`src/sv/hdbsf_pkg.sv`:
```
// ----------------------------------------------------------------------------
// Half-duplex byte stuffing framer: shared package
// Operation and result codes, line constants, phase encodings and the
// result bundle that travels from the framing core to the output serialiser.
// ----------------------------------------------------------------------------
package hdbsf_pkg;

    // Line-level special bytes.
    localparam logic [7:0] BYTE_DELIM = 8'h7E;
    localparam logic [7:0] BYTE_START = 8'h81;
    localparam logic [7:0] BYTE_STUFF = 8'hE7;

    // Largest number of results one input item can cause.
    localparam int BurstDepth = 4;
    localparam int CntW       = $clog2(BurstDepth + 1);
    localparam int IdxW       = $clog2(BurstDepth);

    // Input operation codes.
    typedef enum logic [1:0] {
        OP_LINE_RX  = 2'd0,
        OP_PAYLOAD  = 2'd1,
        OP_START_TX = 2'd2,
        OP_START_RX = 2'd3
    } t_op;

    // Result kinds.
    typedef enum logic [1:0] {
        KIND_LINE   = 2'd0,
        KIND_DATA   = 2'd1,
        KIND_START  = 2'd2,
        KIND_REJECT = 2'd3
    } t_kind;

    // Transmit framing phase.
    typedef enum logic [1:0] {
        TXP_IDLE = 2'd0,
        TXP_OPEN = 2'd1
    } t_tx_phase;

    // Receive deframing phase.
    typedef enum logic [1:0] {
        RXP_HUNT  = 2'd0,
        RXP_DELIM = 2'd1,
        RXP_FRAME = 2'd2,
        RXP_ESC   = 2'd3
    } t_rx_phase;

    // One result item.
    typedef struct packed {
        t_kind      kind;
        logic [7:0] data;
        logic       run_last;
        logic       tx_done;
    } t_result;

    // All results of one input item, slot 0 first.
    typedef struct packed {
        t_result [BurstDepth-1:0] slot;
        logic [CntW-1:0]          count;
    } t_burst;

endpackage

```
`src/sv/hdbsf_core.sv`:
```
// ----------------------------------------------------------------------------
// Half-duplex byte stuffing framer: framing core
// Holds the direction flag and the transmit and receive phases, and turns
// one registered input item into its bundle of results in a single pass.
// ----------------------------------------------------------------------------
module hdbsf_core (
    input  logic                i_clk,
    input  logic                i_rst_n,
    input  logic                i_advance,
    input  hdbsf_pkg::t_op      i_op,
    input  logic [7:0]          i_data_byte,
    input  logic                i_last_payload,
    output hdbsf_pkg::t_burst   o_burst
);
    import hdbsf_pkg::*;

    t_tx_phase r_tx_phase, n_tx_phase;
    t_rx_phase r_rx_phase, n_rx_phase;
    logic      r_turn, n_turn;

    t_burst    burst;
    logic      tx_end;
    logic      pre;
    logic      stuff;

    assign pre   = (r_tx_phase == TXP_IDLE);
    assign stuff = (i_data_byte == BYTE_DELIM);

    // Next state and the result bundle for the item in the input register.
    always_comb begin
        n_tx_phase  = r_tx_phase;
        n_rx_phase  = r_rx_phase;
        n_turn      = r_turn;
        burst       = '0;
        tx_end      = 1'b0;

        unique case (i_op)
            OP_LINE_RX: begin
                if (!r_turn) begin
                    unique case (r_rx_phase)
                        RXP_HUNT: begin
                            if (i_data_byte == BYTE_DELIM) begin
                                n_rx_phase = RXP_DELIM;
                            end
                        end
                        RXP_DELIM: begin
                            if (i_data_byte == BYTE_START) begin
                                burst.slot[0].kind = KIND_START;
                                burst.count        = CntW'(1);
                                n_rx_phase         = RXP_FRAME;
                            end else begin
                                n_rx_phase = RXP_HUNT;
                            end
                        end
                        RXP_FRAME: begin
                            if (i_data_byte == BYTE_DELIM) begin
                                n_rx_phase = RXP_ESC;
                            end else begin
                                burst.slot[0].kind = KIND_DATA;
                                burst.slot[0].data = i_data_byte;
                                burst.count        = CntW'(1);
                            end
                        end
                        RXP_ESC: begin
                            if (i_data_byte == BYTE_START) begin
                                // Resync inside a frame.
                                burst.slot[0].kind = KIND_START;
                                burst.count        = CntW'(1);
                                n_rx_phase         = RXP_FRAME;
                            end else if (i_data_byte == BYTE_STUFF) begin
                                burst.slot[0].kind = KIND_DATA;
                                burst.slot[0].data = BYTE_DELIM;
                                burst.count        = CntW'(1);
                                n_rx_phase         = RXP_FRAME;
                            end else begin
                                n_rx_phase = RXP_HUNT;
                            end
                        end
                        default: begin
                            n_rx_phase = RXP_HUNT;
                        end
                    endcase
                end
            end
            OP_PAYLOAD: begin
                if (r_turn) begin
                    // Delimiter pair first when no frame is open, then the
                    // byte itself and a stuffing byte after a delimiter value.
                    burst.slot[0].kind = KIND_LINE;
                    burst.slot[1].kind = KIND_LINE;
                    burst.slot[2].kind = KIND_LINE;
                    burst.slot[3].kind = KIND_LINE;
                    burst.slot[0].data = pre ? BYTE_DELIM : i_data_byte;
                    burst.slot[1].data = pre ? BYTE_START : BYTE_STUFF;
                    burst.slot[2].data = i_data_byte;
                    burst.slot[3].data = BYTE_STUFF;
                    burst.count        = CntW'(1) + (pre ? CntW'(2) : CntW'(0))
                                         + (stuff ? CntW'(1) : CntW'(0));
                    n_tx_phase         = TXP_OPEN;
                    if (i_last_payload) begin
                        tx_end     = 1'b1;
                        n_tx_phase = TXP_IDLE;
                        n_turn     = 1'b0;
                    end
                end else begin
                    burst.slot[0].kind = KIND_REJECT;
                    burst.count        = CntW'(1);
                end
            end
            OP_START_TX: begin
                n_turn = 1'b1;
            end
            OP_START_RX: begin
                n_turn = 1'b0;
            end
            default: begin
                n_turn = r_turn;
            end
        endcase

        // Flag the final result of the item.
        for (int i = 0; i < BurstDepth; i++) begin
            if (CntW'(i) + CntW'(1) == burst.count) begin
                burst.slot[i].run_last = 1'b1;
                burst.slot[i].tx_done  = tx_end;
            end
        end
    end

    assign o_burst = burst;

    // Phase and direction registers, updated as an item leaves the input register.
    always_ff @(posedge i_clk) begin
        if (!i_rst_n) begin
            r_tx_phase <= TXP_IDLE;
            r_rx_phase <= RXP_HUNT;
            r_turn     <= 1'b0;
        end else if (i_advance) begin
            r_tx_phase <= n_tx_phase;
            r_rx_phase <= n_rx_phase;
            r_turn     <= n_turn;
        end
    end

endmodule

```
`src/sv/hdbsf_serialiser.sv`:
```
// ----------------------------------------------------------------------------
// Half-duplex byte stuffing framer: output serialiser
// Registers the result bundle of one item and hands its results out one
// per cycle while the consumer is ready, on the valid/ready output channel.
// ----------------------------------------------------------------------------
module hdbsf_serialiser (
    input  logic                     i_clk,
    input  logic                     i_rst_n,
    input  logic                     i_load,
    input  hdbsf_pkg::t_burst        i_burst,
    output logic                     o_free,
    output logic                     o_out_valid,
    input  logic                     i_out_ready,
    output hdbsf_pkg::t_result       o_result
);
    import hdbsf_pkg::*;

    t_burst             r_burst;
    logic [CntW-1:0]    r_count;
    logic [IdxW-1:0]    r_idx;
    logic               fire;
    logic               at_last;

    assign o_out_valid = (r_count != '0);
    assign fire        = o_out_valid && i_out_ready;
    assign at_last     = ({1'b0, r_idx} + CntW'(1) == r_count);
    assign o_free      = !o_out_valid || (fire && at_last);
    assign o_result    = r_burst.slot[r_idx];

    // Bundle payload; no reset needed.
    always_ff @(posedge i_clk) begin
        if (i_load) begin
            r_burst <= i_burst;
        end
    end

    // Fill count and read position.
    always_ff @(posedge i_clk) begin
        if (!i_rst_n) begin
            r_count <= '0;
            r_idx   <= '0;
        end else if (i_load) begin
            r_count <= i_burst.count;
            r_idx   <= '0;
        end else if (fire) begin
            if (at_last) begin
                r_count <= '0;
                r_idx   <= '0;
            end else begin
                r_idx <= r_idx + IdxW'(1);
            end
        end
    end

endmodule

```
`src/sv/half_duplex_byte_stuffing_framer.sv`:
```
// ----------------------------------------------------------------------------
// An accepted item is held in the input register; its result bundle is loaded
// into the output serialiser as the item leaves, and is shown from there.
// Throughput: one result per cycle on the output while the consumer is ready; an
// item causes zero to four results, and a zero-result item skips the serialiser.
// Reset (synchronous, active low) empties both registers, clears the direction
// flag to receive and sets both framing phases to idle.
// ----------------------------------------------------------------------------
// Half-duplex byte stuffing framer
// Input register, framing core and output serialiser for a half-duplex link
// that stuffs payload bytes on transmit and unstuffs line bytes on receive.
// ----------------------------------------------------------------------------
module half_duplex_byte_stuffing_framer (
    input  logic       i_clk,
    input  logic       i_rst_n,
    input  logic       i_in_valid,
    output logic       o_in_ready,
    input  logic [1:0] i_op,
    input  logic [7:0] i_data_byte,
    input  logic       i_last_payload,
    output logic       o_out_valid,
    input  logic       i_out_ready,
    output logic [1:0] o_out_kind,
    output logic [7:0] o_out_byte,
    output logic       o_run_last,
    output logic       o_tx_done
);
    import hdbsf_pkg::*;

    logic       r_in_valid;
    t_op        r_op;
    logic [7:0] r_data_byte;
    logic       r_last_payload;

    t_burst     burst;
    t_result    result;
    logic       ser_free;
    logic       advance;
    logic       load;

    // An item leaves the input register when it yields no result or when the
    // serialiser is empty or hands out its final result in this cycle.
    assign advance    = r_in_valid && ((burst.count == '0) || ser_free);
    assign load       = advance && (burst.count != '0);
    assign o_in_ready = !r_in_valid || advance;

    // Input register valid flag.
    always_ff @(posedge i_clk) begin
        if (!i_rst_n) begin
            r_in_valid <= 1'b0;
        end else if (o_in_ready) begin
            r_in_valid <= i_in_valid;
        end
    end

    // Input register payload.
    always_ff @(posedge i_clk) begin
        if (i_in_valid && o_in_ready) begin
            r_op           <= t_op'(i_op);
            r_data_byte    <= i_data_byte;
            r_last_payload <= i_last_payload;
        end
    end

    hdbsf_core u_core (
        .i_clk          (i_clk),
        .i_rst_n        (i_rst_n),
        .i_advance      (advance),
        .i_op           (r_op),
        .i_data_byte    (r_data_byte),
        .i_last_payload (r_last_payload),
        .o_burst        (burst)
    );

    hdbsf_serialiser u_serialiser (
        .i_clk       (i_clk),
        .i_rst_n     (i_rst_n),
        .i_load      (load),
        .i_burst     (burst),
        .o_free      (ser_free),
        .o_out_valid (o_out_valid),
        .i_out_ready (i_out_ready),
        .o_result    (result)
    );

    assign o_out_kind = result.kind;
    assign o_out_byte = result.data;
    assign o_run_last = result.run_last;
    assign o_tx_done  = result.tx_done;

    // A bundle is only loaded when the serialiser has room for it.
    a_load_free: assert property (@(posedge i_clk) disable iff (!i_rst_n)
        load |-> ser_free)
        else $error("result bundle loaded over unfinished results");

    // A bundle never holds more results than one item can cause.
    a_count_range: assert property (@(posedge i_clk) disable iff (!i_rst_n)
        r_in_valid |-> (burst.count <= CntW'(BurstDepth)))
        else $error("result count out of range");

    // The end of a transmitted frame is always the last result of its item.
    a_done_last: assert property (@(posedge i_clk) disable iff (!i_rst_n)
        (o_out_valid && o_tx_done) |-> o_run_last)
        else $error("frame end flagged on a result that is not the last");

    // A result held back by the consumer is still offered next cycle.
    a_out_hold: assert property (@(posedge i_clk) disable iff (!i_rst_n)
        (o_out_valid && !i_out_ready) |=> o_out_valid)
        else $error("pending result withdrawn");

endmodule
```
`config.mk`:
```
export PLATFORM = sky130hd
export DESIGN_NAME = half_duplex_byte_stuffing_framer
export DESIGN_NICKNAME = d
export VERILOG_FILES = /design/src/sv/hdbsf_pkg.sv /design/src/sv/hdbsf_core.sv /design/src/sv/hdbsf_serialiser.sv /design/src/sv/half_duplex_byte_stuffing_framer.sv
export SDC_FILE = /design/constraint.sdc
export NUM_CORES = 1
export LEC_CHECK = 0
export BUFFER_PORTS_ARGS = -buffer_cell sky130_fd_sc_hd__buf_2
export CAP_MARGIN = 5
export CORE_ASPECT_RATIO = 0.8
export CORE_UTILIZATION = 35
export CTS_CLUSTER_SIZE = 16
export DETAILED_ROUTE_END_ITERATION = 16
export GPL_ROUTABILITY_DRIVEN = 0
export GPL_TIMING_DRIVEN = 1
export RECOVER_POWER = 50
export SLEW_MARGIN = 20
export SYNTH_ARGS = -nofsm -noshare
export SYNTH_HDL_FRONTEND = slang
export SYNTH_SLANG_ARGS = --single-unit
```
`constraint.sdc`:
```
create_clock -name i_clk -period 8.1 [get_ports i_clk]
set_input_delay 1.62 -clock i_clk [delete_from_list [all_inputs] [get_ports i_clk]]
set_output_delay 1.62 -clock i_clk [all_outputs]
set_load 0.05 [all_outputs]
```
### Word-level counts from Yosys, hierarchy flattened

Index checks and enable logic that the tools add are counted.

| cells by class | value |
|---|---|
| add/subtract/negate cells | 4 |
| magnitude comparators | 1 |
| equal/unequal tests | 16 |
| mux-type cells | 46 |
| bitwise gates (word level) | 2 |
| reduce and logical (&&, ||, !) cells | 25 |

Operator list:

| kind | count |
|---|---|
| $mux 8 | 4 |
| $mux 2 | 13 |
| $bmux 12 s2 | 1 |
| $pmux 10 s2 | 1 |
| $mux 3 | 6 |
| $mux 9 | 2 |
| $eq 8x8->1 const B | 2 |
| $pmux 8 s2 | 1 |
| $mux 12 | 1 |
| $mux 1 | 10 |
| $mux 10 | 1 |
| $pmux 3 s3 | 1 |
| $reduce_bool 3->1 | 3 |
| $eq 2x2->1 const B | 4 |
| $eq 8x7->1 const B | 1 |
| $pmux 2 s4 | 1 |
| $mux 7 | 1 |
| $eq 2x3->1 const A | 2 |
| $logic_not 2->1 | 3 |
| $pmux 2 s3 | 1 |
| $pmux 3 s2 | 1 |
| $reduce_and 2->1 | 3 |
| $logic_and 1x1->1 | 5 |
| $reduce_and 5->1 | 1 |
| 18 further kinds | 25 |

| word-level totals | value |
|---|---|
| flip-flop bits (word level) | 70 |
| bits of input ports | 15 |
| output and inout bits | 14 |
| word-level logic and storage cells | 119 |

### Longest topological paths before layout

| depth | value |
|---|---|
| depth after elaboration | 12 |
| mapped depth | 7 |
| gate-level depth less buffers | 7 |

### By module

Synthesis repeated with hierarchy kept, for this count alone.

| second synthesis, totals | value |
|---|---|
| cell total of the unflattened synthesis | 231 |
| area, all modules | 3254.4 um2 |

By module, submodules not included:

| module | times used | cells each | area an instance (um2) | seq. area each (um2) |
|---|---|---|---|---|
| hdbsf_serialiser | 1 | 94 | 2045.7 | 1541.5 |
| hdbsf_core | 1 | 115 | 797.0 | 80.1 |
| half_duplex_byte_stuffing_framer | 1 | 22 | 411.6 | 350.3 |

### Worst setup path after synthesis

No wires, ideal clock.

| timing path | value |
|---|---|
| path type | input to register |
| from | input port i_out_ready |
| to | register u_serialiser.r_burst[10] (netlist name) (enable) |
| library setup time | 0.456 ns |
| arrival | 4.432 ns |
| required time | 7.644 ns |
| slack | 3.212 ns |
| cell stages on the path | 5 |
| path buffers | 1 |
| cell sequence | inv_1 -> o41a_1 -> nand2b_4 -> buf_6 -> nor3_1 |

| between the ends | value |
|---|---|
| word-level cells in the longest chain between the ends | 6 |

RTL lines:

| what | line | text |
|---|---|---|
| start, declared | half_duplex_byte_stuffing_framer.sv:22 | `input logic i_out_ready,` |
| $logic_and 1x1->1 | hdbsf_serialiser.sv:25 | `assign fire = o_out_valid && i_out_ready;` |
| $logic_and 1x1->1 | hdbsf_serialiser.sv:27 | `assign o_free = !o_out_valid \|\| (fire && at_last);` |
| $logic_or 1x1->1 | hdbsf_serialiser.sv:27 |  |
| $logic_or 1x1->1 | half_duplex_byte_stuffing_framer.sv:43 | `assign advance = r_in_valid && ((burst.count == '0) \|\| ser_free);` |
| $logic_and 1x1->1 | half_duplex_byte_stuffing_framer.sv:43 |  |
| $logic_and 1x1->1 | half_duplex_byte_stuffing_framer.sv:44 | `assign load = advance && (burst.count != '0);` |
| net load | half_duplex_byte_stuffing_framer.sv:39 | `logic load;` |
| end signal, assigned | hdbsf_serialiser.sv:33 | `r_burst <= i_burst;` |
| end, declared | hdbsf_serialiser.sv:18 | `t_burst r_burst;` |

The timed path passes the listed nets, and every way through them passes these cells.
A chain may end at the register's enable or synchronous reset.

### Worst setup path after layout

| timing path | value |
|---|---|
| from | register r_data_byte[7] |
| to | output port o_in_ready |

| between the ends | value |
|---|---|
| word-level cells in the longest chain between the ends | 10 |
| elaborated cells between the ends (all ways) | 17 |
| classes of those cells | 1 x add/sub; 3 x eq/ne; 9 x mux; 4 x reduce/logical |

RTL lines:

| what | line | text |
|---|---|---|
| start, declared | half_duplex_byte_stuffing_framer.sv:32 | `logic [7:0] r_data_byte;` |
| start signal, assigned | half_duplex_byte_stuffing_framer.sv:60 | `r_data_byte <= i_data_byte;` |
| branches (longest 5 deep; another with $add 3x3->3) | n/a |  |
| $pmux 3 s2 * | hdbsf_core.sv:37 | `unique case (i_op)` |
| $logic_not 3->1 * | half_duplex_byte_stuffing_framer.sv:43 |  |
| $logic_or 1x1->1 * | half_duplex_byte_stuffing_framer.sv:43 |  |
| $logic_and 1x1->1 * | half_duplex_byte_stuffing_framer.sv:43 |  |
| $logic_or 1x1->1 * | half_duplex_byte_stuffing_framer.sv:45 | `assign o_in_ready = !r_in_valid \|\| advance;` |
| end, declared | half_duplex_byte_stuffing_framer.sv:17 | `output logic o_in_ready,` |

Every way passes the cells marked *.

==> flow_summary.json <==
{
  "yosysWarnings": 0,
  "root_buffer": "clkbuf_8",
  "register_area_sq_um": 1401,
  "wirelength_mm": 4.505,
  "synth_cell_types": 52,
  "worst_slew_pin_slew_ns": 1.580,
  "use_met1": 0.2111,
  "worstPathArrival_ns": 2.71,
  "grt_pass1_wl_mm": 7.479,
  "hold_class": "flop to flop",
  "first_pass_iters": 4,
  "cts_tree": "built",
  "hpwl_mm": 3.138,
  "cp_slowest_cell": "edfxtp_1",
  "stdcell_count": 308,
  "slowest_delay_ns": 0.46,
  "cp_num_buf_inv": 2,
  "combPwrFrac": 0.070,
  "synth_area_sq_um": 2411,
  "finalHoldViolCount": 0,
  "dieArea_sq_um": 7227,
  "cap_violations": 1,
  "fin_setup_tns_ns": 0,
  "reg2reg_from": "u_serialiser.r_idx[1]",
  "grt_max_degree": 32,
  "die_width_um": 94.80,
  "busiest_layer": "met1",
  "worstSetupPathType": "flop to output port",
  "grt_use_met3": 0.02994,
  "fillers": 650,
  "setup_viol": 0,
  "cts_buffer_depth": 2,
  "clk-insertion-delay-late_ns": 0.30,
  "wl_per_cell_um": 14.63,
  "period_share": 0.5340,
  "vdd_drop_max_mv": 0.1058,
  "diodes": 0,
  "fmax_ghz": 0.2312,
  "drc": 0,
  "synth_edf_count": 40,
  "first_iter_violations": 95,
  "nNetsFinal": 240,
  "yosysSeqAreaShare": 0.5812,
  "fin_crit_ns": 4.325,
  "pwr-share-seq": 0.595,
  "async_flop_share": 0,
  "gr-total-overflow": 0,
  "power.switching_mw": 0.1133,
  "vias": 1574,
  "cp-end-kind": "output port",
  "leakage_nw": 0.9877,
  "avgSynthCellArea_sq_um": 12.24,
  "clock-sinks": 50,
  "crit_family": "simple AND/OR/NAND/NOR gates",
  "min_to": "u_serialiser.r_count[0]",
  "outcome": "finished, violations left",
  "portBuffers": 28,
  "h-tree-depth": 2,
  "met2_usage": 0.1799,
  "startpoint_type": "flop",
  "avgViaCountPerCell": 5.110,
  "p_int_mw": 0.3748,
  "synth_ff_type": "edfxtp_1",
  "grt_pass1_vias": 1427,
  "worstPathCellList": "nand4bb_1, nor2_1, ha_1, nor2_1, a31o_2, nor3_1, inv_1, buf_2",
  "drive_gt1_frac": 0.1875,
  "critPathLaunch": "r_data_byte[7]",
  "skew_ns": 0.008132,
  "synth_seq_cells": 50,
  "antenna_found_initial": 0,
  "clk_pin_slew_worst_paths_ns": 0.10,
  "std_cell_rows": 26,
  "min-delay-start": "u_serialiser.r_count[0]",
  "io_pins": 29,
  "syn_inst": 197,
  "worstPathMaxFanout": 8,
  "grt_use_total": 0.1353,
  "rsz0062_at_grt": "no",
  "post_cts_resized": 0,
  "maxSlewHeadroom": -0.05356,
  "cpMostUsedCell": "nor2_1",
  "swShare": 0.2322,
  "syn_nets": 214,
  "initial_core_util": 0.3706,
  "syn2layout_area_growth_pct": 12.09,
  "slew_violations": 32,
  "cts-hold-fix-buffers": 0,
  "reg2reg_depth": 6,
  "place_inst": 300,
  "r2r_slack_ns": 4.25,
  "core_sq_um": 6506,
  "violations": "max-capacitance violations, max-slew violations",
  "power.density_nw_per_um2": 180.6,
  "ant_nets": 0,
  "worstPathRequired_ns": 6.48,
  "multi_input_area_sq_um": 928.4,
  "numCtsBuffers": 5,
  "holdPathStages": 2,
  "post_cts.repair.setup_buffers": 0,
  "r2r_end": "u_serialiser.r_burst[7]",
  "die_h_um": 76.24,
  "clkPwrFrac": 0.336
}
-- how the worst max path moves through the flow --
stage          slack (ns)                  endpoint  depth (start not counted)
4_1_cts              3.81                o_in_ready                          7
3_3_place_gp         3.86                o_in_ready                          7
3_5_place_dp         3.82                o_in_ready                          7
2_1_floorplan        3.21  u_serialiser.r_burst[10]                          5
6_report             3.77                o_in_ready                          8
5_1_grt              3.54                o_in_ready                          8
-- Yosys cell counts, types with 2 or more instances --
master | instances | area share
a21o_1 | 7 | 0.022
a21oi_1 | 3 | 0.0062
a31oi_1 | 3 | 0.0078
and2_1 | 11 | 0.029
and3_1 | 2 | 0.0052
buf_6 | 2 | 0.0093
clkbuf_1 | 7 | 0.011
dfxtp_1 | 10 | 0.083
edfxtp_1 | 40 | 0.50
ha_1 | 2 | 0.010
inv_1 | 5 | 0.0078
mux2i_1 | 8 | 0.033
mux4_2 | 4 | 0.037
nand2_1 | 8 | 0.012
nand2b_1 | 4 | 0.010
nand3_1 | 6 | 0.012
nor2_1 | 16 | 0.025
nor3_1 | 14 | 0.029
nor3b_1 | 3 | 0.0093
nor4b_1 | 2 | 0.0073
o211ai_1 | 2 | 0.0062
o21a_1 | 2 | 0.0062
o21ai_0 | 4 | 0.0083
or3_1 | 3 | 0.0078
xor2_1 | 2 | 0.0073
-- tightest hold or removal path, delay by kind of cell (launching register included) --
family	cells	cell delay (ns)
AO/OA/AOI/OAI	1	0.06
flip-flops	1	0.34
AND/OR/NAND/NOR	1	0.07
-- flip-flops by register name (all words and copies together) (netlist names) --
name / count
u_serialiser.r_burst: 29
r_data_byte: 8
u_serialiser.r_count: 3
r_op: 2
u_core.r_rx_phase: 2
u_serialiser.r_idx: 2
r_in_valid: 1
r_last_payload: 1
u_core.r_turn: 1
u_core.r_tx_phase: 1
-- metrics by stage --
step | setup slack [ns] | hold slack [ns] | cell area [sq um] | power, mW | util
global route | 3.538 | 0.5244 | 2703 | 0.5074 | 0.4154
finish | 3.775 | 0.5055 | 2703 | 0.4881 | 0.4154
CTS | 3.812 | 0.5114 | 2724 | 0.4927 | 0.4187
global placement | 3.855 | 0.4962 | 2616 | 0.3305 | 0.4021
floorplan | 3.212 | 0.4613 | 2411 | 0.3203 | -
detailed placement | 3.817 | 0.4982 | 2616 | 0.3309 | 0.4021
-- cell type report --
class / instances / share of cell area
clock inverter: 2 / 0.005093
tap: 84 / 0.03889
sequential: 50 / 0.5185
clock buffer: 6 / 0.03472
timing repair buffer: 29 / 0.05232
multi-input combinational: 132 / 0.3435
inverter: 5 / 0.006944
-- logic make-up (layout without fill, tap and decap cells) --
family	Yosys count	in the layout	synth area share
AO/OA/AOI/OAI	37	37	0.1183
XOR/XNOR	3	3	0.01090
adder cells (fa/ha/maj)	2	2	0.01038
buffers and inverters	15	42	0.02958
flip-flops	50	50	0.5812
multiplexers	12	12	0.07058
AND/OR/NAND/NOR	78	78	0.1790
-- cell usage in the layout (no fill, tap or decap), types with 2 or more instances in the layout --
| cell type | count |
|---|---|
| a31oi_1 | 3 |
| nor2_1 | 17 |
| a21oi_1 | 3 |
| ha_1 | 2 |
| mux4_2 | 4 |
| mux2i_1 | 8 |
| and2_0 | 5 |
| o211ai_1 | 2 |
| or3_1 | 3 |
| a21o_1 | 7 |
| nand2b_1 | 5 |
| o21a_1 | 2 |
| nor3_1 | 14 |
| buf_2 | 26 |
| edfxtp_1 | 40 |
| clkbuf_1 | 3 |
| nand3_1 | 6 |
| dfxtp_1 | 10 |
| and2_1 | 6 |
| nor4b_1 | 2 |
| clkbuf_8 | 5 |
| o21ai_0 | 4 |
| and3_1 | 2 |
| nand2_1 | 8 |
| xor2_1 | 2 |
| nor3b_1 | 3 |
| inv_1 | 5 |
-- power by group through the flow --
| stage | registers, mW | clock network, mW | logic, mW |
|---|---|---|---|
| finish | 0.290 | 0.164 | 0.0339 |
| global route | 0.292 | 0.179 | 0.0368 |
| CTS | 0.290 | 0.168 | 0.0349 |
| detailed placement | 0.296 | 0 | 0.0348 |
| global placement | 0.296 | 0 | 0.0346 |
| floorplan | 0.292 | 0 | 0.0285 |
-- metal layers --
layer,routed length (um),up-vias
met1,2419,729
met2,1835,40
met3,191,7
met4,59,0
met5,0,-
li1,-,798
(Power assumes the default switching activity.)
